--- config.mk ---
export PLATFORM = sky130hd
export DESIGN_NAME = c2s_sqrt_cell
export DESIGN_NICKNAME = d
export VERILOG_FILES = /design/src/hdl/c2s_sqrt_cell.sv
export SDC_FILE = /design/constraint.sdc
export NUM_CORES = 1
export LEC_CHECK = 0
export BUFFER_PORTS_ARGS = -buffer_cell sky130_fd_sc_hd__buf_2
export CAP_MARGIN = 20
export CORE_MARGIN = 4
export CORE_UTILIZATION = 30
export DETAILED_ROUTE_END_ITERATION = 7
export PLACE_DENSITY = 0.55
export SLEW_MARGIN = 25
export SYNTH_ARGS = -nofsm -noshare
export SYNTH_HDL_FRONTEND = slang
export SYNTH_SLANG_ARGS = --single-unit
--- constraint.sdc ---
create_clock -name clk -period 3.3 [get_ports clk]
set_input_delay 0.66 -clock clk [delete_from_list [all_inputs] [get_ports clk]]
set_output_delay 0.66 -clock clk [all_outputs]
set_load 0.03 [all_outputs]
--- src/hdl/c2s_sqrt_cell.sv ---
// ----------------------------------------------------------------------------
// c2s_sqrt_cell
// one digit of a restoring integer square root, two radicand bits per cell
// ----------------------------------------------------------------------------
module c2s_sqrt_cell (
  input  logic        clk,
  input  logic        en,
  input  logic [63:0] rad_in,
  input  logic [33:0] rem_in,
  input  logic [31:0] root_in,
  output logic [63:0] rad,
  output logic [33:0] rem,
  output logic [31:0] root
);

  logic [35:0] r2;
  logic [35:0] trial;
  logic [35:0] diff;
  logic        ge;

  always_comb begin
    r2    = {rem_in, rad_in[63:62]};
    trial = {2'b00, root_in, 2'b01};
    diff  = r2 - trial;
    ge    = (r2 >= trial);
  end

  always_ff @(posedge clk) begin
    if (en) begin
      rad  <= {rad_in[61:0], 2'b00};
      rem  <= ge ? diff[33:0] : r2[33:0];
      root <= {root_in[30:0], ge};
    end
  end

endmodule

==> out/results.txt, run 1 <==
status: finished, final reports clean
area occupied by multi-input gates: 2220 µm²
Site Rows: 52
cts bufs inserted: 17
CP required: 3.48 ns
CTS Hold Bufs: 0
sequential cell area: 3840 µm²
GR met1 Demand/Resource: 17.0%
Setup Buffers After CTS: 0
Power Dens Cells: 599 nW/µm²
Worst Path Buf+Inv: 4
synth warn: 0
Worst setup SP type: input pin
CTS resizes: 0
leakage power: 3.92 nW
Port Buffers: 259
DR DRC count: 0
Worst Tran Pin Value: 0.588 ns
highest-delay cell along the critical path: ha_1
final setup fails: 0
dpl hpwl: 13900 µm
CTS clock-pin slew for the worst setup and hold paths: 0.07 ns
Area Growth Syn to Fin: 38.9%
post-synthesis cell area: 6310 µm²
via count: 4997
cell-by-cell listing of the critical path: buf_2 -> inv_1 -> ha_1 -> nand4_1 -> nor4_1 -> buf_4 -> nand2_1 -> o311ai_1 -> a211oi_1 -> o21a_2 -> buf_12 -> and2_2 -> a31o_1
number of global-route vias before repair: 5142
Die ar.: 23400 µm²
initial antenna violation count: 0
sw frac: 30.0%
setup_tns: 0 ns
final slew viol count: 0
GR Util met3: 4.83%
share of cells above drive strength 1: 42.1%
Sequential Power Share: 38.6%
nets@finish: 967
Root Driver: clkbuf_16
Max H-tree Level: 4
number of enable flip-flop cells after synthesis: 128
RSZ-0062 raised after global routing: no
CTS tree: yes
FFs w/ async S/R, synth: 0%
die width: 153 µm
Die Y: 153 µm
largest net degree at the start of global routing: 61
Hold Vio Cnt, Final: 0
min cycle time layout: 2.87 ns
sequential-to-total area share from yosys stat: 60.9%
Hold WC Path Type: in2reg
Antenna Nets Post-Route: 0
ANT cells: 0
crit-path max FO: 20
GRT Max-Usage Layer: met2
Highest Clock Rate: 349 MHz
Avg WL per Cell: 16.3 µm
I/O pin cnt: 262
max cap viols: 0
CTS Sinks: 128
DRT iter0 DRCs: 259
Syn Area/Cell: 12.5 µm²
delay-heaviest family, CP: compound AO/OA/AOI/OAI gates
Slew HR: 60.8%
DR pass1 iterations: 4
critical path arrival: 3.04 ns
Clk pwr share: 39.3%
Filler cells: 2028
slowest stage delay, CP: 0.38 ns
aggregate global routing overflow: 0
internal power: 0.00368 W
Non-Filler Instances: 1084
placed insts: 1052
VDD IR-drop max: 0.000326 V
nature of the critical path endpoint: flip-flop
Core ar.: 20500 µm²
Starting Density: 30.8%
CTS Buffer Depth: 2
GRT Total Usage: 14.9%
#FFs+latches synth: 128
final WL: 17700 µm
period utilization: 86.9%
Mapped Cells: 507
first-pass GRT wire length: 27700 µm
met2 Usage GRT: 26.9%
Netlist cell types: 62
Vias/cell: 4.61
Gate power share: 22.1%
sw power: 0.00158 W
Post-synth top flop: edfxtp_1
WS Path Type: in2reg
GP Congestion: 0.802
## power by group through the flow
| stage | registers (W) | logic (W) | clock network [W] |
|---|---|---|---|
| after floorplan | 0.00241 | 0.000400 | 0 |
| after global routing | 0.00204 | 0.00126 | 0.00221 |
| after CTS | 0.00203 | 0.00118 | 0.00213 |
| after detailed placement | 0.00206 | 0.00118 | 0 |
| after global placement | 0.00206 | 0.00117 | 0 |
| final | 0.00203 | 0.00116 | 0.00207 |
## registers in the layout, summed over array words and instances, names as in the netlist
name,cells
rad,62
rem,34
root,32
## Yosys cell counts (10+ instances only)
library cell,n,area (µm²)
xor2_1,13,114
edfxtp_1,128,3840
nor3_1,10,50.1
inv_1,42,158
o21ai_0,41,205
nand2_1,58,218
nor2_1,18,67.6
xnor2_1,14,123
a21o_1,19,143
a21oi_1,28,140
ha_1,34,425
## final cells by class
| class | instances | area share [%] |
|---|---|---|
| Sequential cell | 128 | 43.8 |
| Multi-Input combinational cell | 321 | 25.3 |
| Timing Repair Buffer | 290 | 17.9 |
| Clock buffer | 19 | 4.94 |
| Tap cell | 270 | 3.85 |
| Clock inverter | 13 | 2.30 |
| Inverter | 43 | 1.85 |
## cell families (layout without fill, tap and decap cells)
family / Yosys count / in the layout / share of synthesized area (%)
and+or+nand+nor: 120 / 120 / 8.88
xor gates and xnor gates: 27 / 27 / 3.74
adders and majority gates: 34 / 34 / 6.74
AOI/OAI and AO/OA: 133 / 133 / 14.8
buffers and inverters: 59 / 365 / 4.08
other: 1 / 2 / 0.0594
muxes: 5 / 5 / 0.872
DFF: 128 / 128 / 60.9
## per-stage QoR
step	setup WS (ns)	hold slack [ns]	utilization [%]	power [W]	instance area, µm²
2_1_floorplan	0.397	0.759	-	0.00281	6320
3_3_place_gp	-0.0608	0.837	39.7	0.00323	8140
3_5_place_dp	-0.0769	0.838	39.7	0.00324	8140
4_1_cts	0.365	0.388	42.8	0.00534	8770
5_1_grt	0.215	0.388	42.8	0.00551	8770
6_report	0.432	0.411	42.8	0.00525	8770
## per-layer routing
| layer | routed length (µm) | share of wire, % |
|---|---|---|
| met1 | 7010 | 40 |
| met2 | 9050 | 51 |
| met3 | 1420 | 8.0 |
| met4 | 186 | 1.1 |
| met5 | 0 | 0 |
## worst paths after layout
| kind | start | end | slack (ns) | cells past startpoint |
|---|---|---|---|---|
| setup / recovery | root_in[4] | rem[26] | 0.43 | 13 |
| hold / removal | rad_in[47] | rad[49] | 0.41 | 1 |
## layout by cell type (no fill, tap or decap), drive strengths merged, types with 18 or more instances in the layout
cell type and count:
edfxtp 128, clkbuf 19, inv 48, nand2 58
ha 34, a21oi 28, a21o 20, buf 290
o21ai 46, nor2 18
(Power assumes the default switching activity.)
==> run 2: changes to the inputs <==
--- a/config.mk
+++ b/config.mk
@@ -11,6 +11,7 @@
 export CORE_UTILIZATION = 30
 export DETAILED_ROUTE_END_ITERATION = 7
 export PLACE_DENSITY = 0.55
+export RECOVER_POWER = 100
 export SLEW_MARGIN = 25
 export SYNTH_ARGS = -nofsm -noshare
 export SYNTH_HDL_FRONTEND = slang
==> out/results.txt, run 2 (synthesis results as in run 1) <==
Core ar.: 20500 µm²
largest registers: rad: 62 flops, rem: 34 flops, root: 32 flops
Worst setup SP type: input pin
I/O pin cnt: 262
Site Rows: 52
CTS Buffer Depth: 2
CTS Hold Bufs: 0
pre-CTS setup slack: -0.0769 ns
delay-heaviest family, CP: compound AO/OA/AOI/OAI gates
largest reg by FF count: rad
aggregate global routing overflow: 0
Root Driver: clkbuf_16
Port Buffers: 259
final slew viol count: 61
CTS clock-pin slew for the worst setup and hold paths: 0.07 ns
nets@finish: 967
Area Growth Syn to Fin: 35.2%
GRT Total Usage: 14.9%
CP required: 3.48 ns
period utilization: 88.8%
max cap viols: 1
Filler cells: 2100
GP Congestion: 0.802
cell-by-cell listing of the critical path: clkbuf_1 -> inv_1 -> ha_1 -> nand4_1 -> nor4_1 -> buf_4 -> nand2_1 -> o311ai_1 -> a211oi_1 -> o21a_1 -> buf_12 -> and2_2 -> a31o_1
CTS tree: yes
VDD IR-drop max: 0.000326 V
sequential cell area: 3840 µm²
Avg WL per Cell: 16.4 µm
Max H-tree Level: 4
die width: 153 µm
Worst Slack Setup Final: 0.371 ns
WS Path Type: in2reg
DR DRC count: 0
RSZ-0062 raised after global routing: no
area occupied by multi-input gates: 2190 µm²
most common cell after layout, fill and taps aside: clkbuf_1
crit-path max FO: 20
ANT cells: 0
max reg flops: 62
most frequent cells in the layout: 148 x clkbuf_1, 128 x edfxtp_1, 113 x buf_2
DR pass1 iterations: 4
DRT iter0 DRCs: 274
Hold WC Path Type: in2reg
number of global-route vias before repair: 5142
post-layout util: 41.7%
Vias/cell: 4.58
leakage power: 3.51 nW
highest-delay cell along the critical path: ha_1
initial antenna violation count: 0
final setup fails: 0
final WL: 17800 µm
dpl hpwl: 13900 µm
Worst Path Buf+Inv: 4
min cycle time layout: 2.93 ns
share of cells above drive strength 1: 23.8%
CTS Sinks: 128
first-pass GRT wire length: 27700 µm
nature of the critical path endpoint: flip-flop
Antenna Nets Post-Route: 0
via count: 4962
Hold Vio Cnt, Final: 0
Slew HR: -3.40%
largest net degree at the start of global routing: 61
Setup Buffers After CTS: 0
Power Dens Cells: 610 nW/µm²
CTS resizes: 0
failing checks: max-capacitance violations, max-slew violations
hold_ws: 0.411 ns
Worst Tran Pin Value: 1.55 ns
status: finished with violations
critical path arrival: 3.10 ns
slowest stage delay, CP: 0.39 ns
Starting Density: 30.8%
cts bufs inserted: 17
Die ar.: 23400 µm²
Die Y: 153 µm
Highest Clock Rate: 341 MHz
==> run 2: cell types whose count changed in the layout (fill, tap and decap cells not counted), sizes merged <==
cell    delta
buf      -148
clkbuf   +148
==> run 2: power breakdown <==
group | switching, W | internal [W] | total (W)
Combinational | 0.000757 | 0.000349 | 0.00111
Sequential | 0.0000430 | 0.00199 | 0.00204
Clock | 0.000781 | 0.00129 | 0.00207
Total | 0.00158 | 0.00363 | 0.00521
==> run 2: layout make-up <==
class	count	share of cell area, %
clock buffers	19	5.07
multi-input cells	321	25.7
well taps	270	3.96
clock inverters	13	2.36
inverters	43	1.91
repair buffers	290	16.0
flip-flops and latches	128	45.0
==> run 2: worst paths after layout <==
kind / cells past startpoint / start / to
worst min-delay path: 1 / rad_in[47] / rad[49]
worst max-delay path: 13 / root_in[4] / rem[26]
==> run 2: through the flow <==
stage	total power (W)	cell area [µm²]	std cells	TNS [ns]
floorplan	0.00281	6320	508	0
global placement	0.00323	8140	1052	-0.0661
detailed placement	0.00324	8140	1052	-0.132
CTS	0.00534	8770	1084	0
global route	0.00547	8540	1084	0
finish	0.00521	8540	1084	0
==> run 2: metal layers <==
metal,GRT usage (%),up-vias,part of all wire (%)
met3,4.83,11,7.9
li1,-,2459,-
met4,3.82,0,1.0
met1,17.0,2313,40
met2,26.9,179,51
met5,0,-,0
